==> config.mk <==
export PLATFORM = sky130hd
export DESIGN_NAME = sinh_taylor_series
export DESIGN_NICKNAME = d
export VERILOG_FILES = /design/src/rtl/sts_pkg.sv /design/src/rtl/sinh_taylor_series.sv /design/src/rtl/sts_dp.sv /design/src/rtl/sts_ctrl.sv
export SDC_FILE = /design/constraint.sdc
export NUM_CORES = 2
export LEC_CHECK = 0
export BUFFER_PORTS_ARGS = -buffer_cell sky130_fd_sc_hd__buf_2
export CAP_MARGIN = 0
export CORE_UTILIZATION = 45
export CTS_CLUSTER_DIAMETER = 30
export DETAILED_ROUTE_END_ITERATION = 16
export PLACE_DENSITY_LB_ADDON = 0.12
export SYNTH_ARGS = -nofsm -noshare
export SYNTH_HDL_FRONTEND = slang
export SYNTH_SLANG_ARGS = --single-unit
==> constraint.sdc <==
create_clock -name clk -period 12 [get_ports clk]
set_input_delay 0.6 -clock clk [delete_from_list [all_inputs] [get_ports clk]]
set_output_delay 0.6 -clock clk [all_outputs]
set_load 0.1 [all_outputs]
==> src/rtl/sts_pkg.sv <==
package sts_pkg;

  localparam int FRAC_BITS = 16;
  localparam int MAX_TERMS = 32;
  localparam int IN_W      = 22;
  localparam int OUT_W     = 40;
  localparam int THR_W     = 16;

  localparam int MAG_W     = IN_W;
  localparam int MAGV_W    = FRAC_BITS + 5;
  localparam int SQ_W      = FRAC_BITS + 9;
  localparam int TM_W      = OUT_W;
  localparam int TH_W      = TM_W / 2;
  localparam int PP_W      = (TM_W - TH_W) + SQ_W;
  localparam int PROD_W    = TM_W + SQ_W;
  localparam int DVD_W     = PROD_W - FRAC_BITS;
  localparam int SUM_W     = DVD_W + 1;
  localparam int RADIX_B   = 4;
  localparam int DIV_CYC   = (DVD_W + RADIX_B - 1) / RADIX_B;
  localparam int QP_W      = DIV_CYC * RADIX_B;
  localparam int DCW       = $clog2(DIV_CYC);
  localparam int KW        = $clog2(MAX_TERMS + 1);
  localparam int DIV_W     = $clog2((2 * MAX_TERMS - 2) * (2 * MAX_TERMS - 1) + 1);

  localparam logic [MAG_W-1:0] ARG_LIMIT = MAG_W'(16) << FRAC_BITS;
  localparam logic [SUM_W-1:0] OUT_MAX   = {{(SUM_W - OUT_W + 1){1'b0}}, {(OUT_W - 1){1'b1}}};
  localparam logic [OUT_W-1:0] SAT_POS   = {1'b0, {(OUT_W - 1){1'b1}}};
  localparam logic [OUT_W-1:0] SAT_NEG   = {1'b1, {(OUT_W - 1){1'b0}}};

  typedef struct packed {
    logic load;
    logic square;
    logic mul_lo;
    logic mul_hi;
    logic mul_add;
    logic div_load;
    logic div_step;
    logic acc;
    logic emit;
  } sts_cmd_t;

  typedef struct packed {
    logic arg_big;
    logic ovf;
    logic more;
  } sts_stat_t;

endpackage

==> src/rtl/sinh_taylor_series.sv <==
// Per request: the square, then for each series term (n terms added, 1..31) the split 40x25
// multiply and divide setup, the radix-16 divider and the accumulate, then the output.
// An oversized argument skips the series and goes straight to the saturated output.
// One request at a time (busy while working); the next is taken in the strobe cycle.
// Reset (rst_n, sync, active low) idles the controller and sets stop_threshold to 1.
// Results are strobed for one cycle; the receiver cannot stall.
module sinh_taylor_series (
  input  logic                               clk,
  input  logic                               rst_n,
  input  logic                               start,
  output logic                               busy,
  input  logic signed [sts_pkg::IN_W-1:0]    in_x_value,
  output logic                               out_strobe,
  output logic signed [sts_pkg::OUT_W-1:0]   out_sinh_value,
  output logic                               out_range_error,
  input  logic                               cfg_valid,
  output logic                               cfg_ready,
  input  logic [sts_pkg::THR_W-1:0]          cfg_stop_threshold
);
  import sts_pkg::*;

  sts_cmd_t  cmd;
  sts_stat_t stat;

  assign cfg_ready = 1'b1;

  sts_ctrl u_ctrl (
    .clk        (clk),
    .rst_n      (rst_n),
    .start      (start),
    .busy       (busy),
    .out_strobe (out_strobe),
    .cmd        (cmd),
    .stat       (stat)
  );

  sts_dp u_dp (
    .clk         (clk),
    .rst_n       (rst_n),
    .cmd         (cmd),
    .stat        (stat),
    .cfg_we      (cfg_valid & cfg_ready),
    .cfg_thr     (cfg_stop_threshold),
    .x_value     (in_x_value),
    .sinh_value  (out_sinh_value),
    .range_error (out_range_error)
  );

  a_strobe_pulse: assert property (@(posedge clk) disable iff (!rst_n)
    out_strobe |=> !out_strobe)
    else $error("result strobe longer than one cycle");

  a_busy_after_start: assert property (@(posedge clk) disable iff (!rst_n)
    (start && !busy) |=> busy)
    else $error("request accepted but block not busy");

  a_sat_value: assert property (@(posedge clk) disable iff (!rst_n)
    (out_strobe && out_range_error) |->
      (out_sinh_value == SAT_POS || out_sinh_value == SAT_NEG))
    else $error("range error without saturated value");

  a_one_cmd_stage: assert property (@(posedge clk) disable iff (!rst_n)
    $onehot0({cmd.load, cmd.square, cmd.mul_lo, cmd.mul_hi, cmd.mul_add,
              cmd.div_load, cmd.div_step, cmd.acc, cmd.emit}))
    else $error("conflicting datapath commands");

endmodule

==> src/rtl/sts_dp.sv <==
module sts_dp (
  input  logic                          clk,
  input  logic                          rst_n,
  input  sts_pkg::sts_cmd_t             cmd,
  output sts_pkg::sts_stat_t            stat,
  input  logic                          cfg_we,
  input  logic [sts_pkg::THR_W-1:0]     cfg_thr,
  input  logic signed [sts_pkg::IN_W-1:0] x_value,
  output logic signed [sts_pkg::OUT_W-1:0] sinh_value,
  output logic                          range_error
);
  import sts_pkg::*;

  logic [THR_W-1:0]   thr_r;
  logic               neg_r;
  logic [MAG_W-1:0]   mag_r;
  logic [MAG_W-1:0]   mag_nxt;
  logic               arg_big_r;
  logic               ovf_r;
  logic [SQ_W-1:0]    sq_r;
  logic [2*MAGV_W-1:0] sq_full;
  logic [DVD_W-1:0]   term_r;
  logic [SUM_W-1:0]   sum_r;
  logic [SUM_W-1:0]   sum_nxt;
  logic [KW-1:0]      k_r;
  logic [KW-1:0]      k_inc;
  logic [PP_W-1:0]    pp_r;
  logic [PROD_W-1:0]  acc_r;
  logic [QP_W-1:0]    quo_r;
  logic [QP_W-1:0]    quo_v;
  logic [DIV_W-1:0]   rem_r;
  logic [DIV_W-1:0]   rem_v;
  logic [DIV_W:0]     r_ext;
  logic [DIV_W-1:0]   dvs_r;
  logic [2*KW+1:0]    dvs_full;
  logic [DVD_W-1:0]   quo_term;
  logic               err;
  logic [OUT_W-1:0]   mag_out;
  logic [OUT_W-1:0]   out_r;
  logic               err_out_r;

  assign mag_nxt  = x_value[IN_W-1] ? (~x_value + 1'b1) : x_value;
  assign sq_full  = mag_r[MAGV_W-1:0] * mag_r[MAGV_W-1:0];
  assign dvs_full = {k_r, 1'b0} * {k_r, 1'b1};
  assign quo_term = quo_r[DVD_W-1:0];
  assign sum_nxt  = sum_r + {1'b0, quo_term};
  assign k_inc    = k_r + 1'b1;

  always_comb begin
    rem_v = rem_r;
    quo_v = quo_r;
    r_ext = '0;
    for (int i = 0; i < RADIX_B; i++) begin
      r_ext = {rem_v, quo_v[QP_W-1]};
      quo_v = {quo_v[QP_W-2:0], 1'b0};
      if (r_ext >= {1'b0, dvs_r}) begin
        rem_v    = DIV_W'(r_ext - {1'b0, dvs_r});
        quo_v[0] = 1'b1;
      end else begin
        rem_v = r_ext[DIV_W-1:0];
      end
    end
  end

  assign stat.arg_big = arg_big_r;
  assign stat.ovf     = sum_nxt > OUT_MAX;
  assign stat.more    = (quo_term >= {{(DVD_W - THR_W){1'b0}}, thr_r}) &&
                        (k_inc < KW'(MAX_TERMS));

  always_ff @(posedge clk) begin
    if (!rst_n) begin
      thr_r <= THR_W'(1);
    end else if (cfg_we) begin
      thr_r <= cfg_thr;
    end
  end

  always_ff @(posedge clk) begin
    if (cmd.load) begin
      neg_r     <= x_value[IN_W-1];
      mag_r     <= mag_nxt;
      arg_big_r <= mag_nxt > ARG_LIMIT;
      ovf_r     <= 1'b0;
    end
    if (cmd.square) begin
      sq_r   <= sq_full[FRAC_BITS +: SQ_W];
      term_r <= {{(DVD_W - MAGV_W){1'b0}}, mag_r[MAGV_W-1:0]};
      sum_r  <= {{(SUM_W - MAGV_W){1'b0}}, mag_r[MAGV_W-1:0]};
      k_r    <= KW'(1);
    end
    if (cmd.mul_lo) begin
      pp_r <= PP_W'(term_r[TH_W-1:0] * sq_r);
    end
    if (cmd.mul_hi) begin
      acc_r <= {{(PROD_W - PP_W){1'b0}}, pp_r};
      pp_r  <= PP_W'(term_r[TM_W-1:TH_W] * sq_r);
    end
    if (cmd.mul_add) begin
      acc_r <= acc_r + ({{(PROD_W - PP_W){1'b0}}, pp_r} << TH_W);
    end
    if (cmd.div_load) begin
      quo_r <= {{(QP_W - DVD_W){1'b0}}, acc_r[PROD_W-1:FRAC_BITS]};
      rem_r <= '0;
      dvs_r <= dvs_full[DIV_W-1:0];
    end
    if (cmd.div_step) begin
      quo_r <= quo_v;
      rem_r <= rem_v;
    end
    if (cmd.acc) begin
      term_r <= quo_term;
      sum_r  <= sum_nxt;
      k_r    <= k_inc;
      ovf_r  <= sum_nxt > OUT_MAX;
    end
    if (cmd.emit) begin
      out_r     <= err ? (neg_r ? SAT_NEG : SAT_POS) : (neg_r ? (~mag_out + 1'b1) : mag_out);
      err_out_r <= err;
    end
  end

  assign err     = arg_big_r | ovf_r;
  assign mag_out = sum_r[OUT_W-1:0];

  assign sinh_value  = out_r;
  assign range_error = err_out_r;

endmodule

==> src/rtl/sts_ctrl.sv <==
module sts_ctrl (
  input  logic                clk,
  input  logic                rst_n,
  input  logic                start,
  output logic                busy,
  output logic                out_strobe,
  output sts_pkg::sts_cmd_t   cmd,
  input  sts_pkg::sts_stat_t  stat
);
  import sts_pkg::*;

  localparam logic [3:0] S_IDLE = 4'd0;
  localparam logic [3:0] S_SQ   = 4'd1;
  localparam logic [3:0] S_MLO  = 4'd2;
  localparam logic [3:0] S_MHI  = 4'd3;
  localparam logic [3:0] S_MADD = 4'd4;
  localparam logic [3:0] S_DLD  = 4'd5;
  localparam logic [3:0] S_DIV  = 4'd6;
  localparam logic [3:0] S_ACC  = 4'd7;
  localparam logic [3:0] S_OUT  = 4'd8;

  logic [3:0]     state_r;
  logic [3:0]     state_nxt;
  logic [DCW-1:0] dcnt_r;
  logic [DCW-1:0] dcnt_nxt;
  logic           strobe_r;

  always_comb begin
    state_nxt = state_r;
    dcnt_nxt  = dcnt_r;
    cmd       = '0;
    unique case (state_r)
      S_IDLE: begin
        if (start) begin
          cmd.load  = 1'b1;
          state_nxt = S_SQ;
        end
      end
      S_SQ: begin
        cmd.square = 1'b1;
        state_nxt  = stat.arg_big ? S_OUT : S_MLO;
      end
      S_MLO: begin
        cmd.mul_lo = 1'b1;
        state_nxt  = S_MHI;
      end
      S_MHI: begin
        cmd.mul_hi = 1'b1;
        state_nxt  = S_MADD;
      end
      S_MADD: begin
        cmd.mul_add = 1'b1;
        state_nxt   = S_DLD;
      end
      S_DLD: begin
        cmd.div_load = 1'b1;
        dcnt_nxt     = '0;
        state_nxt    = S_DIV;
      end
      S_DIV: begin
        cmd.div_step = 1'b1;
        dcnt_nxt     = dcnt_r + 1'b1;
        if (dcnt_r == DCW'(DIV_CYC - 1)) begin
          state_nxt = S_ACC;
        end
      end
      S_ACC: begin
        cmd.acc   = 1'b1;
        state_nxt = (stat.ovf || !stat.more) ? S_OUT : S_MLO;
      end
      S_OUT: begin
        cmd.emit  = 1'b1;
        state_nxt = S_IDLE;
      end
      default: state_nxt = S_IDLE;
    endcase
  end

  always_ff @(posedge clk) begin
    if (!rst_n) begin
      state_r  <= S_IDLE;
      dcnt_r   <= '0;
      strobe_r <= 1'b0;
    end else begin
      state_r  <= state_nxt;
      dcnt_r   <= dcnt_nxt;
      strobe_r <= cmd.emit;
    end
  end

  assign busy       = state_r != S_IDLE;
  assign out_strobe = strobe_r;

endmodule
; ---- After elaboration in Yosys (flattened, before gate mapping)
; Cells that the tools add are included.
[classes]
eq_ne = 11
n_reduce_logical = 12
muxes = 44
order_cmp = 8
add_sub_neg = 10
n_bitwise = 3
n_mul = 4
[op_table]
columns = cell, n
row1 = $mux 40, 5
row2 = $mux 65, 2
row3 = $mux 52, 2
row4 = $mux 50, 2
row5 = $mul 20x25->45, 2
row6 = $mux 45, 2
row7 = $mux 12, 6
row8 = $add 65x65->65, 1
row9 = $ge 13x12->1, 4
row10 = $add 50x49->50, 1
row11 = $gt 50x39->1 const B, 1
row12 = $ge 49x16->1, 1
row13 = $sub 12x12->12, 4
row14 = $mul 21x21->41, 1
row15 = $add 40x1->40 const B, 1
row16 = $not 40->40, 1
row17 = $pmux 4 s8, 1
row18 = $add 22x1->22 const B, 1
row19 = $gt 22x21->1 const B, 1
row20 = $mux 22, 1
row21 = $not 22->22, 1
row22 = $eq 4x3->1 const B, 4
row23 = $mux 1, 16
row24 = $mux 4, 4
row25 = other kinds (19), 27
[totals]
elab_cells = 111
in_bits = 42
regBits = 396
output_inout_bits = 44

; ---- Logic depth before layout (Yosys ltp)
[logic_depth]
word_depth = 9
ltp_mapped = 43
mapped_depth_nobuf = 40

; ---- Cells and area by module
; A second synthesis with hierarchy kept.
[hier_totals]
hier_cells = 7405
area_unflattened_um2 = 68742.2
[modules_own_cells]
columns = mod, cells_each, instances, area_per_inst_um2, seq_area_each_um2
row1 = sts_dp, 7329, 1, 68104.1, 10980.5
row2 = sts_ctrl, 74, 1, 626.9, 180.2
row3 = sinh_taylor_series, 2, 1, 11.3, 0.0

; ---- Worst setup path after synthesis
; No wires, ideal clock.
[synth_path]
path_kind = reg2reg
start = reg u_dp.dvs_r[1]
end = reg u_dp.rem_r[10], data pin
setup_time_ns = 0.266
n_path_buf = 4
stages_incl_launch_ff = 42
t_arrival_ns = 8.518
path_slack_ns = 3.216
synth_period_minus_slack_ns = 8.784
required_ns = 11.734
path_cell_list = edfxtp_1 -> ha_1 -> fa_1 -> nor2b_1 -> o31ai_2 -> a21oi_1 -> o211ai_2 -> and2_1 -> clkbuf_1 -> o21ai_0 -> ha_1 -> a21o_1 -> a21oi_1 -> a21oi_1 -> o41a_1 -> a311oi_1 -> o21ai_1 -> clkbuf_1 -> [... 6 more ...] -> a221o_1 -> o211ai_1 -> nand2_1 -> a211oi_2 -> buf_2 -> mux2_1 -> ha_1 -> o21ai_1 -> a21boi_0 -> o21ai_1 -> a21oi_1 -> a41oi_1 -> nand2_1 -> a211oi_1 -> mux2i_1 -> buf_2 -> mux2i_1 -> nor2_1
[synth_via]
elab_chain_len = 9
elab_cells_between_ends = 13
classes_between = add/sub: 4 / order compare: 4 / mux: 5
[synth_rtl]
columns = item, line_no
row1 = "start, declared", sts_dp.sv:34  ; logic [DIV_W-1:0] dvs_r;
row2 = "start signal, assigned", sts_dp.sv:104  ; dvs_r <= dvs_full[DIV_W-1:0];
row3 = $sub 12x12->12 or $ge 13x12->1 (tied branches), "sts_dp.sv:57, sts_dp.sv:56"
row4 = $mux 12, sts_dp.sv:56  ; if (r_ext >= {1'b0, dvs_r}) begin
row5 = $sub 12x12->12 or $ge 13x12->1 (tied branches), "sts_dp.sv:57, sts_dp.sv:56"
row6 = $mux 12, sts_dp.sv:56
row7 = $sub 12x12->12 or $ge 13x12->1 (tied branches), "sts_dp.sv:57, sts_dp.sv:56"
row8 = $mux 12, sts_dp.sv:56
row9 = $sub 12x12->12 or $ge 13x12->1 (tied branches), "sts_dp.sv:57, sts_dp.sv:56"
row10 = $mux 12 (*), sts_dp.sv:56
row11 = $mux 12 (*), sts_dp.sv:106  ; if (cmd.div_step) begin
row12 = "end signal, assigned", sts_dp.sv:108  ; rem_r <= rem_v;
row13 = "end, declared", sts_dp.sv:31  ; logic [DIV_W-1:0] rem_r;
; Every way passes the cells marked *; elsewhere a longest branch is shown, timed or not.
; A chain may end at the register's enable or synchronous reset.

; ---- Worst setup path in the final report
[layout_path]
start = reg u_dp.dvs_r[1]
end = reg u_dp.rem_r[3], data pin
[layout_via]
elab_chain_len = 9
elab_cells_between_ends = 13
classes_between = add/sub: 4 / order compare: 4 / mux: 5
[layout_rtl]
columns = item, line_no
row1 = $sub 12x12->12 or $ge 13x12->1 (tied branches), "sts_dp.sv:57, sts_dp.sv:56"
row2 = $mux 12, sts_dp.sv:56
row3 = $sub 12x12->12 or $ge 13x12->1 (tied branches), "sts_dp.sv:57, sts_dp.sv:56"
row4 = $mux 12, sts_dp.sv:56
row5 = $ge 13x12->1 or $sub 12x12->12 (tied branches), "sts_dp.sv:56, sts_dp.sv:57"
row6 = $mux 12, sts_dp.sv:56
row7 = $sub 12x12->12 or $ge 13x12->1 (tied branches), "sts_dp.sv:57, sts_dp.sv:56"
row8 = $mux 12 (*), sts_dp.sv:56
row9 = $mux 12 (*), sts_dp.sv:106
; Marks and branches as above.

==> impl_table.tex <==
\begin{tabular}{lr}
\hline
Metric & Value \\
\hline
\multicolumn{2}{l}{\textbf{CTS}} \\
Root buffer selected by CTS & sky130\_fd\_sc\_hd\_\_clkbuf\_16 \\
Clock Latency Late Sink & 0.68 ns \\
Clock tree from TritonCTS & built \\
Post-CTS repair timing setup buffer count & 0 \\
Clock Pin Slew Worst Setup and Hold Paths & 0.05 ns \\
Number of gates resized after cts & 0 \\
Total clock sinks & 380 \\
Number of CTS-inserted buffers & 97 \\
Number of buffers on the longest clock path & 3 \\
CTS Hold Buffers Added & 0 \\
H-tree levels & 3 \\
\multicolumn{2}{l}{\textbf{STA}} \\
Minimum clock period & 10.84 ns \\
Sum of negative setup slack & 0 ns \\
Final Hold Vio Count & 0 \\
Final setup violation count & 0 \\
Final cycle utilization of the critical path & 90.36\% \\
Clk\_skew & 0.04270 ns \\
Max-slew violation count & 0 \\
Unrepaired setup endpoints after global routing & false \\
Maximum clock rate & 92.22 MHz \\
Slew HR & 13.36\% \\
Actual slew at the worst max-slew pin & 1.300 ns \\
\multicolumn{2}{l}{\textbf{Yosys}} \\
Synth Warn \# & 0 \\
Sequential cell area fraction in the yosys report & 16.47\% \\
EDFF count, synth & approximately 360 \\
Top flip-flop cell by instance count after synthesis & sky130\_fd\_sc\_hd\_\_edfxtp\_1 \\
Share of async-settable or async-resettable flops after synthesis & 0\% \\
Synthesized flop and latch total & 380 \\
Post-synthesis average cell area & 9.126 µm² \\
Net count after synthesis & a little over 9000 \\
Cells after Synth & roughly 7400 \\
Synth cell types & 86 \\
Post-synthesis cell area & a little under 70000 µm² \\
\multicolumn{2}{l}{\textbf{Min path}} \\
Kind of path behind the tightest hold check & input pin to register \\
End point of the worst hold path & u\_dp.mag\_r[0] \\
HP Start & in\_x\_value[0] \\
Worst hold stages & 1 \\
\multicolumn{2}{l}{\textbf{Finish}} \\
Area used by multi-input combinational logic & approximately 50000 µm² \\
Diodes inserted & 0 \\
FF/Latch Area & around 11000 µm² \\
Layout fillers & between 10000 and 15000 \\
Layout area overhead & 8.616\% \\
Share of final-layout standard cells stronger than drive strength 1 & 5.212\% \\
Nets & 9182 \\
\multicolumn{2}{l}{\textbf{Global routing}} \\
Wire length of the first global-routing pass & 297.0 mm \\
Number of global-route vias before repair & 51859 \\
GRT Total Usage & 25.27\% \\
Antenna violations before repair & 7 \\
Total global routing overflow & 0 \\
Largest net degree at the start of global routing & 77 \\
\multicolumn{2}{l}{\textbf{Setup path}} \\
Worst-case register-to-register setup slack & 1.16 ns \\
Max incr delay on CP & 0.83 ns \\
Most common cell type on the critical path & sky130\_fd\_sc\_hd\_\_a21oi\_1 \\
Crit path DAT & between 10 and 15 ns \\
Type of element launching the critical path & register \\
FF-to-FF path depth & 37 \\
Category of the critical setup timing path & register to register \\
Maximum fanout along the worst path & 14 \\
Critical register-to-register path startpoint & u\_dp.dvs\_r[1] \\
R2R Path End & u\_dp.rem\_r[3] \\
Required time reported for the critical path endpoint & 12.40 ns \\
CP max-delay cell & sky130\_fd\_sc\_hd\_\_mux2i\_2 \\
Critical Path End Type & register \\
\multicolumn{2}{l}{\textbf{Detailed routing}} \\
Post-detailed-route wirelength per cell & 19.81 µm \\
Post-DR vias/cell & 5.322 \\
Remaining number of nets flagged by the antenna check after routing & 0 \\
First-pass DRT Iterations & 6 \\
Residual DRC count & 0 \\
Wirelength, routed & 187.4 mm \\
Via count & 50343 \\
Violation count after the first detailed-route iteration & $\sim$3300 \\
\multicolumn{2}{l}{\textbf{Floorplanning}} \\
Die X & 390.1 µm \\
Area of the placeable core & 149600 µm² \\
Number of placement rows & 142 \\
Initial Utilization & 45.31\% \\
Die span in y & 390.1 µm \\
I/O pin count & 86 \\
Die Outline Area & 152200 µm² \\
\multicolumn{2}{l}{\textbf{Run status}} \\
Run status & finished, final reports clean \\
\multicolumn{2}{l}{\textbf{Flow run}} \\
Number of violations of the max-capacitance limit & 0 \\
\multicolumn{2}{l}{\textbf{Placement}} \\
GP Congestion & slightly above 0.9 \\
Port Buffer Count & 84 \\
Detailed-placement wirelength estimate & about 140 mm \\
\hline
\end{tabular}
cells in the final DEF (no fill, tap or decap), types with 25 or more instances in the layout:
cell	netlist	final
sky130_fd_sc_hd__o21a_1	34	34
sky130_fd_sc_hd__o21ai_0	197	197
sky130_fd_sc_hd__xnor2_1	160	160
sky130_fd_sc_hd__o21ai_1	43	43
sky130_fd_sc_hd__a21o_1	91	91
sky130_fd_sc_hd__nand4_1	31	31
sky130_fd_sc_hd__a31oi_1	32	32
sky130_fd_sc_hd__nor2b_1	42	42
sky130_fd_sc_hd__ha_1	633	633
sky130_fd_sc_hd__dfxtp_1	25	25
sky130_fd_sc_hd__nand3_1	52	51
sky130_fd_sc_hd__fa_1	1147	1147
sky130_fd_sc_hd__buf_2	2	84
sky130_fd_sc_hd__clkbuf_16	0	99
sky130_fd_sc_hd__o22ai_1	26	26
sky130_fd_sc_hd__inv_1	1351	1349
sky130_fd_sc_hd__mux2i_1	35	34
sky130_fd_sc_hd__o21bai_1	33	33
sky130_fd_sc_hd__a211oi_1	41	41
sky130_fd_sc_hd__nor2_1	311	308
sky130_fd_sc_hd__nor3_1	53	52
sky130_fd_sc_hd__buf_4	1	95
sky130_fd_sc_hd__xor2_1	109	109
sky130_fd_sc_hd__a21oi_1	274	274
sky130_fd_sc_hd__and2_1	458	458
sky130_fd_sc_hd__nand2_1	1214	1211
sky130_fd_sc_hd__edfxtp_1	355	355
sky130_fd_sc_hd__nand2b_1	37	36
critical path: cells and delay by family (launching register included):
kind | cells | cell delay (ns)
DFF | 1 | 0.46
and+or+nand+nor | 6 | 1.04
adders and majority gates | 5 | 1.79
muxes | 3 | 1.59
AOI/OAI and AO/OA | 23 | 5.68
sequential cells by signal, indices dropped and copies added (netlist names):
| name | flops |
|---|---|
| u_dp.k_r | 6 |
| u_dp.dvs_r | 11 |
| u_ctrl.state_r | 4 |
| u_dp.sum_r | 50 |
| u_dp.arg_big_r | 1 |
| u_dp.range_error | 1 |
| u_dp.thr_r | 16 |
| u_dp.term_r | 40 |
| u_ctrl.dcnt_r | 4 |
| u_dp.quo_r | 52 |
| u_dp.sinh_value | 40 |
| u_dp.acc_r | 49 |
| u_dp.neg_r | 1 |
| u_dp.ovf_r | 1 |
| u_dp.rem_r | 12 |
| u_dp.mag_r | 21 |
| u_ctrl.out_strobe | 1 |
| u_dp.pp_r | 45 |
| u_dp.sq_r | 25 |
metrics by stage:
step	cell area, µm²	setup WS, ns	cells	util, %	hold WS (ns)
global placement	70180	1.083	9277	46.91	0.4313
CTS	73620	1.101	9460	49.21	0.1077
finish	73620	1.156	9460	49.21	0.1459
global route	73620	0.3137	9460	49.21	0.1347
floorplan	67780	3.216	7427	-	0.4141
detailed placement	70180	1.151	9277	46.91	0.4360
worst max path at each step:
| stage | start | endpoint | slack [ns] | cells past startpoint |
|---|---|---|---|---|
| after global routing | u_dp.dvs_r[10] | u_dp.rem_r[3] | 0.31 | 37 |
| after detailed placement | u_dp.dvs_r[1] | u_dp.rem_r[3] | 1.15 | 37 |
| after CTS | u_dp.dvs_r[1] | u_dp.rem_r[3] | 1.10 | 37 |
| after floorplan | u_dp.dvs_r[1] | u_dp.rem_r[10] | 3.22 | 41 |
| final | u_dp.dvs_r[1] | u_dp.rem_r[3] | 1.16 | 37 |
| after global placement | u_dp.dvs_r[10] | u_dp.rem_r[3] | 1.08 | 37 |
Yosys cell counts, types with 7 or more instances:
cell type | number | area [µm²]
sky130_fd_sc_hd__or2_2 | 9 | 56.30
sky130_fd_sc_hd__nand3b_1 | 9 | 67.56
sky130_fd_sc_hd__nor2_1 | 311 | 1167
sky130_fd_sc_hd__xor2_1 | 109 | 954.7
sky130_fd_sc_hd__nor2b_1 | 42 | 262.8
sky130_fd_sc_hd__o31ai_1 | 16 | 120.1
sky130_fd_sc_hd__o211ai_1 | 23 | 172.7
sky130_fd_sc_hd__o41ai_1 | 7 | 61.31
sky130_fd_sc_hd__buf_1 | 13 | 48.80
sky130_fd_sc_hd__o21bai_1 | 33 | 247.7
sky130_fd_sc_hd__nor4_1 | 22 | 137.6
sky130_fd_sc_hd__and3_1 | 23 | 143.9
sky130_fd_sc_hd__mux2_1 | 7 | 78.83
sky130_fd_sc_hd__ha_1 | 633 | 7920
sky130_fd_sc_hd__inv_1 | 1351 | 5071
sky130_fd_sc_hd__fa_1 | 1147 | 22960
sky130_fd_sc_hd__mux2_2 | 10 | 112.6
sky130_fd_sc_hd__a221oi_1 | 7 | 61.31
sky130_fd_sc_hd__nand3_1 | 52 | 260.3
sky130_fd_sc_hd__mux2i_1 | 35 | 350.3
sky130_fd_sc_hd__a21oi_1 | 274 | 1371
sky130_fd_sc_hd__a211oi_1 | 41 | 307.8
sky130_fd_sc_hd__nand2_1 | 1214 | 4557
sky130_fd_sc_hd__or3_1 | 21 | 131.4
sky130_fd_sc_hd__o21a_1 | 34 | 255.2
sky130_fd_sc_hd__xnor2_1 | 160 | 1401
sky130_fd_sc_hd__nand2b_1 | 37 | 231.5
sky130_fd_sc_hd__o22ai_1 | 26 | 162.7
sky130_fd_sc_hd__a31o_2 | 7 | 61.31
sky130_fd_sc_hd__o21ai_0 | 197 | 986.0
sky130_fd_sc_hd__and2_1 | 458 | 2865
sky130_fd_sc_hd__a21boi_1 | 9 | 67.56
sky130_fd_sc_hd__a211o_1 | 14 | 122.6
sky130_fd_sc_hd__nand4_1 | 31 | 193.9
sky130_fd_sc_hd__or4_1 | 11 | 82.58
sky130_fd_sc_hd__dfxtp_1 | 25 | 500.5
sky130_fd_sc_hd__clkbuf_1 | 329 | 1235
sky130_fd_sc_hd__nor3_1 | 53 | 265.3
sky130_fd_sc_hd__edfxtp_1 | 355 | 10660
sky130_fd_sc_hd__a21o_1 | 91 | 683.2
sky130_fd_sc_hd__o21ai_1 | 43 | 215.2
sky130_fd_sc_hd__a41oi_1 | 8 | 70.07
sky130_fd_sc_hd__a31oi_1 | 32 | 200.2
logic make-up after synthesis:
| group | Yosys count | synth area share [%] |
|---|---|---|
| xor+xnor | 269 | 3.476 |
| fa+ha+maj | 1780 | 45.56 |
| compound gates | 924 | 8.508 |
| buf+inv | 1697 | 9.407 |
| other cells | 1 | 0.005533 |
| simple gates | 2324 | 15.77 |
| mux | 52 | 0.7994 |
| flops | 380 | 16.47 |
per-layer routing:
metal / vias to the layer above / GRT usage, % / wire length [µm]
met5: - / 0 / 0
met4: 0 / 8.143 / 6598
met3: 271 / 2.988 / 9962
met2: 1286 / 41.78 / 88840
met1: 25513 / 34.54 / 82040
li1: 23273 / - / -
area by class of cell:
type                            count  share of cell area, %
Timing Repair Buffer              179                  1.540
Clock buffer                      121                  3.518
Sequential cell                   380                  15.16
Tap cell                         2016                  3.426
Multi-Input combinational cell   5350                  68.31
Clock inverter                     62                  1.151
Inverter                         1352                  6.894
Power is left out: the tool's default activity adds up to more than one toggle a clock period on the data nets, which glitch-free logic cannot reach.
